<file path="src/sblac_pkg.sv">
// shared constants for the superbee limited advection cell update
`timescale 1ns / 1ps
`default_nettype none

package sblac_pkg;

  // default value width (signed fixed point)
  localparam int VALUE_BITS_DEF = 16;

  // courant number register, unsigned q1.15
  localparam int                  CFL_BITS  = 16;
  localparam logic [CFL_BITS-1:0] CFL_RESET = 16'd32768;
  localparam int                  CFL_ONE   = 32768;
  localparam int                  CFL_FRAC  = 15;

  // c*(1-c)/2 in q16, signed; c = 1.0 gives zero
  localparam int                K_BITS  = 18;
  localparam logic [K_BITS-1:0] K_RESET = '0;

  // apb register map
  localparam int PADDR_W  = 3;
  localparam int PDATA_W  = 32;
  localparam int REG_IDX_W = 1;
  localparam logic [REG_IDX_W-1:0] REG_CFL = 1'b0;

  // rounding of the final update term
  localparam int DELTA_SHIFT = 16;

endpackage

`default_nettype wire

</file>
<file path="src/superbee_limited_advection_cell_update_core.sv">
// superbee flux limited lax-wendroff cell update, five stage pipeline
`timescale 1ns / 1ps
`default_nettype none

// an accepted input word passes through the five register stages to the result word on the outputs
// throughput: one word per cycle; the five register stages each move every cycle
// unless a stage holds a word that the next stage cannot take
// stall on the output backs up stage by stage, bubbles are squeezed out on the way
// reset: valid bits cleared, courant number set to 1.0, derived coefficient cleared
module superbee_limited_advection_cell_update_core #(
  parameter int VALUE_BITS = sblac_pkg::VALUE_BITS_DEF
) (
  input  wire logic                          clk_i,
  input  wire logic                          rst_ni,
  // input channel
  input  wire logic                          in_valid_i,
  output logic                               in_stall_o,
  input  wire logic signed [VALUE_BITS-1:0]  far_upwind_i,
  input  wire logic signed [VALUE_BITS-1:0]  near_upwind_i,
  input  wire logic signed [VALUE_BITS-1:0]  centre_value_i,
  input  wire logic signed [VALUE_BITS-1:0]  downwind_value_i,
  input  wire logic                          first_cell_i,
  // output channel
  output logic                               out_valid_o,
  input  wire logic                          out_stall_i,
  output logic signed [VALUE_BITS-1:0]       new_value_o,
  output logic                               saturated_o,
  // configuration port
  input  wire logic                          psel,
  input  wire logic                          penable,
  input  wire logic                          pwrite,
  input  wire logic [sblac_pkg::PADDR_W-1:0] paddr,
  input  wire logic [sblac_pkg::PDATA_W-1:0] pwdata,
  output logic [sblac_pkg::PDATA_W-1:0]      prdata,
  output logic                               pready
);

  localparam int W      = VALUE_BITS;
  localparam int DW     = W + 1;   // stencil differences
  localparam int BW     = W + 3;   // limited slopes
  localparam int BDW    = W + 4;   // slope difference
  localparam int M1W    = W + 18;  // c * d1
  localparam int PW     = W + 22;  // k * (b0 - b1)
  localparam int SW     = W + 23;  // full update sum
  localparam int RW     = SW - sblac_pkg::DELTA_SHIFT + 1; // centre minus delta
  localparam int NSTAGE = 5;

  // ---------------------------------------------------------------------------
  // configuration: courant number and the derived coefficient k = c*(1-c)/2
  // ---------------------------------------------------------------------------
  logic [sblac_pkg::CFL_BITS-1:0]      cfl_q;
  logic signed [sblac_pkg::K_BITS-1:0] k_q, k_d;
  logic                                cfg_wr;
  logic [sblac_pkg::REG_IDX_W-1:0]     reg_idx;
  logic signed [33:0]                  k_prod;
  logic signed [33:0]                  k_round;

  assign pready  = 1'b1;
  assign reg_idx = paddr[sblac_pkg::PADDR_W-1 -: sblac_pkg::REG_IDX_W];
  assign cfg_wr  = psel && penable && pwrite && pready;

  always_comb begin
    if (reg_idx == sblac_pkg::REG_CFL) begin
      prdata = sblac_pkg::PDATA_W'(cfl_q);
    end else begin
      prdata = '0;
    end
  end

  // c in [0, 65535], 1-c may go negative above 1.0; product stays inside 34 bits
  assign k_prod  = $signed({1'b0, cfl_q})
                 * ($signed(17'(sblac_pkg::CFL_ONE)) - $signed({1'b0, cfl_q}));
  // round to nearest, ties toward +inf
  assign k_round = k_prod + 34'sd16384;
  assign k_d     = sblac_pkg::K_BITS'(k_round >>> sblac_pkg::CFL_FRAC);

  always_ff @(posedge clk_i or negedge rst_ni) begin
    if (!rst_ni) begin
      cfl_q <= sblac_pkg::CFL_RESET;
      k_q   <= sblac_pkg::K_RESET;
    end else begin
      if (cfg_wr && reg_idx == sblac_pkg::REG_CFL) begin
        cfl_q <= pwdata[sblac_pkg::CFL_BITS-1:0];
      end
      // k is registered from cfl and follows it in the next cycle, before any new word reaches stage three
      k_q <= k_d;
    end
  end

  // ---------------------------------------------------------------------------
  // superbee limiter; zero counts as negative
  // ---------------------------------------------------------------------------
  function automatic logic signed [BW-1:0] superbee(input logic signed [DW-1:0] a,
                                                    input logic signed [DW-1:0] b);
    logic          pa;
    logic          pb;
    logic [DW-1:0] ma;
    logic [DW-1:0] mb;
    logic          near_ok;
    logic [DW:0]   r;
    pa = !a[DW-1] && (a != '0);
    pb = !b[DW-1] && (b != '0);
    ma = a[DW-1] ? DW'(-a) : DW'(a);
    mb = b[DW-1] ? DW'(-b) : DW'(b);
    // magnitudes within a factor of two, no division
    near_ok = (a != '0) && (b != '0) && ({ma, 1'b0} >= {1'b0, mb})
              && ({mb, 1'b0} >= {1'b0, ma});
    if (near_ok) begin
      r = (ma > mb) ? {1'b0, ma} : {1'b0, mb};
    end else begin
      r = (ma < mb) ? {ma, 1'b0} : {mb, 1'b0};
    end
    if (pa != pb) begin
      superbee = '0;
    end else if (pa) begin
      superbee = $signed({1'b0, r});
    end else begin
      superbee = -$signed({1'b0, r});
    end
  endfunction

  // ---------------------------------------------------------------------------
  // pipeline handshake: a stage loads when it is empty or its word moves on
  // ---------------------------------------------------------------------------
  logic [NSTAGE-1:0] vld_q;
  logic [NSTAGE-1:0] adv;

  always_comb begin
    adv[NSTAGE-1] = !vld_q[NSTAGE-1] || !out_stall_i;
    for (int i = NSTAGE - 2; i >= 0; i--) begin
      adv[i] = !vld_q[i] || adv[i+1];
    end
  end

  assign in_stall_o = !adv[0];

  always_ff @(posedge clk_i or negedge rst_ni) begin
    if (!rst_ni) begin
      vld_q <= '0;
    end else begin
      if (adv[0]) begin
        vld_q[0] <= in_valid_i;
      end
      for (int i = 1; i < NSTAGE; i++) begin
        if (adv[i]) begin
          vld_q[i] <= vld_q[i-1];
        end
      end
    end
  end

  // ---------------------------------------------------------------------------
  // stage 1: stencil differences
  // ---------------------------------------------------------------------------
  logic signed [DW-1:0] d0_q, d1_q, d2_q;
  logic signed [DW-1:0] d0_d, d1_d, d2_d;
  logic signed [W-1:0]  ctr1_q;

  assign d0_d = DW'(downwind_value_i) - DW'(centre_value_i);
  assign d1_d = DW'(centre_value_i) - DW'(near_upwind_i);
  // on the first cell the far difference copies the near one
  assign d2_d = first_cell_i ? d1_d : DW'(near_upwind_i) - DW'(far_upwind_i);

  always_ff @(posedge clk_i) begin
    if (adv[0]) begin
      d0_q   <= d0_d;
      d1_q   <= d1_d;
      d2_q   <= d2_d;
      ctr1_q <= centre_value_i;
    end
  end

  // ---------------------------------------------------------------------------
  // stage 2: limited slopes and c*d1
  // ---------------------------------------------------------------------------
  logic signed [BW-1:0]  b0_q, b1_q;
  logic signed [M1W-1:0] m1_2_q;
  logic signed [W-1:0]   ctr2_q;

  always_ff @(posedge clk_i) begin
    if (adv[1]) begin
      b0_q   <= superbee(d0_q, d1_q);
      b1_q   <= superbee(d1_q, d2_q);
      m1_2_q <= M1W'($signed({1'b0, cfl_q}) * d1_q);
      ctr2_q <= ctr1_q;
    end
  end

  // ---------------------------------------------------------------------------
  // stage 3: k * (b0 - b1)
  // ---------------------------------------------------------------------------
  logic signed [BDW-1:0] bd;
  logic signed [PW-1:0]  prod_q;
  logic signed [M1W-1:0] m1_3_q;
  logic signed [W-1:0]   ctr3_q;

  assign bd = BDW'(b0_q) - BDW'(b1_q);

  always_ff @(posedge clk_i) begin
    if (adv[2]) begin
      prod_q <= PW'(k_q * bd);
      m1_3_q <= m1_2_q;
      ctr3_q <= ctr2_q;
    end
  end

  // ---------------------------------------------------------------------------
  // stage 4: s = 2*c*d1 + k*(b0-b1), plus half an lsb of the final shift
  // ---------------------------------------------------------------------------
  logic signed [SW-1:0] m1_ext;
  logic signed [SW-1:0] sum_q;
  logic signed [W-1:0]  ctr4_q;

  assign m1_ext = SW'(m1_3_q);

  always_ff @(posedge clk_i) begin
    if (adv[3]) begin
      sum_q  <= (m1_ext <<< 1) + SW'(prod_q)
              + (SW'(1) <<< (sblac_pkg::DELTA_SHIFT - 1));
      ctr4_q <= ctr3_q;
    end
  end

  // ---------------------------------------------------------------------------
  // stage 5: new = u - round(s / 2^16), saturated to the value range
  // ---------------------------------------------------------------------------
  logic signed [RW-1:0] delta;
  logic signed [RW-1:0] res;
  logic                 ovf;
  logic signed [W-1:0]  nv_d;
  logic signed [W-1:0]  nv_q;
  logic                 sat_q;

  assign delta = RW'(sum_q >>> sblac_pkg::DELTA_SHIFT);
  assign res   = RW'(ctr4_q) - delta;
  // out of range when the bits above the sign bit disagree with it
  assign ovf   = (res[RW-1:W-1] != '0) && (res[RW-1:W-1] != '1);

  always_comb begin
    if (!ovf) begin
      nv_d = res[W-1:0];
    end else if (res[RW-1]) begin
      nv_d = {1'b1, {(W-1){1'b0}}};
    end else begin
      nv_d = {1'b0, {(W-1){1'b1}}};
    end
  end

  always_ff @(posedge clk_i) begin
    if (adv[4]) begin
      nv_q  <= nv_d;
      sat_q <= ovf;
    end
  end

  assign out_valid_o = vld_q[NSTAGE-1];
  assign new_value_o = nv_q;
  assign saturated_o = sat_q;

endmodule

`default_nettype wire

</file>
<file path="config.mk">
export PLATFORM = sky130hd
export DESIGN_NAME = superbee_limited_advection_cell_update_core
export DESIGN_NICKNAME = d
export VERILOG_FILES = /design/src/sblac_pkg.sv /design/src/superbee_limited_advection_cell_update_core.sv
export SDC_FILE = /design/constraint.sdc
export NUM_CORES = 2
export LEC_CHECK = 0
export BUFFER_PORTS_ARGS = -buffer_cell sky130_fd_sc_hd__buf_2
export CAP_MARGIN = 20
export CORE_MARGIN = 3
export CORE_UTILIZATION = 65
export DETAILED_ROUTE_END_ITERATION = 7
export GPL_ROUTABILITY_DRIVEN = 0
export PLACE_DENSITY = 0.89
export SYNTH_ARGS = -nofsm -noshare
export SYNTH_HDL_FRONTEND = slang
export SYNTH_SLANG_ARGS = --single-unit
</file>
<file path="constraint.sdc">
create_clock -name clk_i -period 11.2 [get_ports clk_i]
set_clock_uncertainty 0.05 [all_clocks]
set_input_delay 2.24 -clock clk_i [delete_from_list [all_inputs] [get_ports clk_i]]
set_output_delay 2.24 -clock clk_i [all_outputs]
set_load 0.02 [all_outputs]
</file>
Word-level counts from Yosys, hierarchy flattened --
Index checks and enable logic that the tools add are counted.
Storage, ports and cells: bits in registers 354, word-level logic and storage cells 104
Operators by class: add/sub/neg operators 14, $mul 3, $lt $le $gt $ge 8, eq/ne operators 3, muxes and demuxes 17, bitwise logic cells 1, reductions and logical operators 34
Operator list (count):
- $mux W18 | 8
- $mux W17 | 6
- $ge A18 B17 Y1 | 4
- $neg A17 Y17 | 3
- $reduce_bool A17 Y1 | 3
- $sub A16 B16 Y17 | 3
- $mux W16 | 3
- $add A35 B38 Y39 | 1
- $add A39 B17 Y39 const B | 1
- $mul A18 B20 Y38 | 1
- $neg A18 Y19 | 2
- $gt A17 B17 Y1 | 2
- $lt A17 B17 Y1 | 2
- $mul A17 B17 Y34 | 1
- $add A33 B16 Y33 const B | 1
- $mul A17 B17 Y33 | 1
- $sub A16 B23 Y24 | 1
- $sub A19 B19 Y20 | 1
- $sub A16 B16 Y17 const A | 1
- $logic_and A1 B1 Y1 | 13
- $logic_not A1 Y1 | 10
- $ne A9 B9 Y1 const B | 1
- $reduce_bool A9 Y1 | 1
- $logic_or A1 B1 Y1 | 5
- other kinds (3) | 5

Depth between registers and ports, before layout --
word-level depth 9, gate-level depth with buffers 41

Worst setup path after synthesis --
OpenSTA, ideal clock, no wires.
kind register -> register, start register cfl_q[0] in the netlist's numbering, end register k_q[17] in the netlist's numbering, data arrival time 8.912 ns, data required time 11.070 ns, slack 2.158 ns, stages on the path, launching flop included 35, buffers on the path 3, clock period less this slack 9.042 ns, cells stage by stage dfrtp_1 clkbuf_1 inv_1 clkbuf_1 ha_1 nor3b_1 nor3b_1 nand2_1 or3_1 or3_1 o41ai_1 clkbuf_1 inv_1 nand2_1 fa_1 fa_1 inv_1 fa_1 inv_1 fa_1 fa_1 inv_1 fa_1 ha_1 a21o_1 a21o_1 a21oi_1 o21a_1 a2111oi_0 o21a_1 o311a_1 a2111oi_0 o21bai_1 a21oi_1 xnor2_1
Between the ends: word-level cells in the longest chain between the ends 3
Ends and longest elaborated chain:
- from (decl) | line superbee_limited_advection_cell_update_core.sv:51 | logic [sblac_pkg::CFL_BITS-1:0] cfl_q;
- from (signal assigned) | line superbee_limited_advection_cell_update_core.sv:79 | cfl_q <= sblac_pkg::CFL_RESET;
- from (signal assigned) | line superbee_limited_advection_cell_update_core.sv:83 | cfl_q <= pwdata[sblac_pkg::CFL_BITS-1:0];
- $sub A16 B16 Y17 | line superbee_limited_advection_cell_update_core.sv:72 | * ($signed(17'(sblac_pkg::CFL_ONE)) - $signed({1'b0, cfl_q}));
- $mul A17 B17 Y33 (*) | line superbee_limited_advection_cell_update_core.sv:72
- $add A33 B16 Y33 (*) | line superbee_limited_advection_cell_update_core.sv:74 | assign k_round = k_prod + 34'sd16384;
- named net k_round[32] | line superbee_limited_advection_cell_update_core.sv:56 | logic signed [33:0] k_round;
- to (signal assigned) | line superbee_limited_advection_cell_update_core.sv:80 | k_q <= sblac_pkg::K_RESET;
- to (signal assigned) | line superbee_limited_advection_cell_update_core.sv:86 | k_q <= k_d;
- to (decl) | line superbee_limited_advection_cell_update_core.sv:52 | logic signed [sblac_pkg::K_BITS-1:0] k_q, k_d;
The timed path passes the listed nets; every way through them passes the cells marked *. A chain may end at the register's enable or synchronous reset.

Worst setup path after layout --
start register b0_q[0], end register prod_q[36] (data pin)
Between the ends: word-level cells in the longest chain between the ends 2
Ends and longest elaborated chain:
- from (decl) | line superbee_limited_advection_cell_update_core.sv:176 | logic signed [BW-1:0] b0_q, b1_q;
- from (signal assigned) | line superbee_limited_advection_cell_update_core.sv:182 | b0_q <= superbee(d0_q, d1_q);
- $sub A19 B19 Y20 | line superbee_limited_advection_cell_update_core.sv:197 | assign bd = BDW'(b0_q) - BDW'(b1_q);
- $mul A18 B20 Y38 | line superbee_limited_advection_cell_update_core.sv:201 | prod_q <= PW'(k_q * bd);
- to (signal assigned) | line superbee_limited_advection_cell_update_core.sv:201
- to (decl) | line superbee_limited_advection_cell_update_core.sv:193 | logic signed [PW-1:0] prod_q;
No other way between the ends.

==> run metrics <==
RSZ-0062 raised after global routing false; max frequency ~94 MHz; crit end category register; CP delay by family, top compound AO/OA/AOI/OAI gates; CTS sink count about 340; post-synthesis cell area 53750 µm²; DRT Pass-1 Iters 7; Worst Tran Pin Value between 1000 and 1500 ps; IO Pins roughly 160; Die Ht 293.6 µm; Yosys reg bits roughly 340; Final setup viols 0; met2 wire len 66150 µm; Final Max Tran Viols 0; gr usage total about a third; minimum clock period ~11000 ps; hold_buf cts 0; Port Buffers 123; CORE AREA 81200 µm²; final setup TNS 0 ps; Main synth FF type edfxtp_1; clk_lat worst skew roughly 580 ps; final antenna-violating net count 0; EDFF count, synth about 300; final hold viol count 0; Die ar. between 80000 and 90000 µm²; register area share after synthesis between 10% and 20%; Post-synth ARST share between 10% and 20%; fraction of layout cells with a size suffix above 1 under 10%; antenna violations before repair 4; vias in the first global route 43711; final wirelength 142100 µm; critical path type reg2reg; Die X-Extent between 200 and 300 µm; NumNets Final just over 7000; vias per cell ~6.0; Synth top area share about 29%; remaining routing DRC violations 0; most frequent cells after synthesis 1130 x inv_1, 777 x fa_1, 623 x ha_1; CTS tree built; WP buf/inv 5; fillcell total about 5500; Hold WC Path Type reg2reg; fin crit share between 90% and 100%; maximum clock path buffer count 3; total number of vias 40962; largest net degree at the start of global routing 84; FF-to-FF setup slack about 530 ps; cell taking the most area after synthesis fa_1; Syn Area/Cell ~9.5 µm²; status finished clean; most frequent cell after synthesis inv_1; CP max stage delay between 600 and 700 ps; hold_sp m1_2_q[29]$_DFFE_PP_; r2r startpoint b0_q[0]$_SDFFCE_PP0P_; synth unique cells 82; Crit Path Max Fanout 11; # rows 104; WL/cell about 21 µm; post-DP HPWL approximately 110000 µm; total setup buffers inserted after CTS 0; Clock Root Buffer clkbuf_16; reg2reg end prod_q[36]$_DFFE_PP_; CP required roughly 11000 ps; first-pass GRT wire length 228300 µm; Hold EP m1_3_q[29]$_DFFE_PP_; H-tree Lvls 2; area grow syn2layout 5.466%; crit-path most repeated cell fa_1; top layer in use met5; wire length on met3 ~16000 µm; Post-CTS Resized 0; met1 WL between 50000 and 60000 µm; startpoint types register; R2R depth 37; TritonCTS Buffers 37; effective utilization at floorplan ~66%; max_cap viols 0; Rel. slew slack 21.99%; Synth area leaders fa_1 29%, edfxtp_1 17%, ha_1 15%; total grt overflow 0; Worst EP arrival approximately 11000 ps; hold path cells 0; CP max stage cell xor2_1; Mapped Cells between 5000 and 6000; initial drt markers around 3800; yosys warns 0; Worst-path clk slew ~60 ps
-- metal layers --
metal,vias to the layer above,global-route usage [%]
li1,17925,-
met5,-,0
met2,2549,54.27
met1,19895,42.67
met4,4,18.03
met3,589,6.954
-- kinds of logic (layout without fill, tap and decap cells) --
kind of cell / Yosys count / count (layout) / share of synthesized area (%)
flip-flops: 337 / 337 / 18.47
buffers and inverters: 1366 / 1393 / 9.701
XOR/XNOR: 233 / 233 / 3.825
other: 2 / 19 / 0.01397
AO/OA/AOI/OAI: 674 / 674 / 8.069
AND/OR/NAND/NOR: 1585 / 1585 / 14.97
adder cells (fa/ha/maj): 1400 / 1400 / 43.44
multiplexers: 77 / 77 / 1.511
-- how the worst max path moves through the flow --
stage / startpoint / end / slack, ps / depth (start not counted)
5_1_grt: b0_q[0]$_SDFFCE_PP0P_ / prod_q[34]$_DFFE_PP_ / 30 / 37
6_report: b0_q[0]$_SDFFCE_PP0P_ / prod_q[36]$_DFFE_PP_ / 530 / 37
4_1_cts: b0_q[0]$_SDFFCE_PP0P_ / prod_q[36]$_DFFE_PP_ / 770 / 37
3_5_place_dp: b0_q[0]$_SDFFCE_PP0P_ / prod_q[36]$_DFFE_PP_ / 1040 / 37
3_3_place_gp: b0_q[0]$_SDFFCE_PP0P_ / prod_q[36]$_DFFE_PP_ / 1320 / 39
2_1_floorplan: cfl_q[0]$_DFFE_PN0P_ / k_q[17]$_DFF_PN0_ / 2160 / 34
-- through the flow --
| step | util [%] | hold WS, ps | worst slack (ps) | area (µm²) | cells |
|---|---|---|---|---|---|
| floorplan | - | 350.3 | 2158 | 53800 | 5689 |
| global placement | 68.17 | 350.9 | 1321 | 55350 | 6703 |
| detailed placement | 68.17 | 354.5 | 1041 | 55350 | 6703 |
| CTS | 69.63 | 355.6 | 768.9 | 56540 | 6771 |
| global route | 69.80 | 372.5 | 29.35 | 56680 | 6776 |
| finish | 69.81 | 346.7 | 527.3 | 56680 | 6778 |
-- area by class of cell --
cell class	count	area [µm²]	area share (%)
Inverter	1134	4257	7.509
Clock inverter	26	237.7	0.4194
Timing Repair Buffer	191	1226	2.163
Tap cell	1060	1326	2.340
Sequential cell	337	9926	17.51
Clock buffer	42	954.7	1.684
Multi-Input combinational cell	3986	38750	68.36
Antenna cell	2	5.005	0.008829
-- flip-flops by register name (all words and copies together) (netlist names) --
signal,flops
new_value_o,16
ctr1_q,16
prod_q,37
ctr4_q,16
d2_q,17
m1_3_q,34
b1_q,19
saturated_o,1
ctr2_q,16
d1_q,17
d0_q,17
vld_q,5
b0_q,19
m1_2_q,34
ctr3_q,16
sum_q,23
k_q,18
cfl_q,16
-- cell usage in the layout (no fill, tap or decap), types with 139 or more instances in the layout --
master       n
a21oi_1    161
and2_1     327
edfxtp_1   298
fa_1       777
ha_1       623
inv_1     1130
nand2_1    462
nand2b_1   187
nor2_1     268
o21ai_0    181
xnor2_1    139
Power is left out: the tool's default activity adds up to more than one toggle a clock period on the data nets, which glitch-free logic cannot reach.
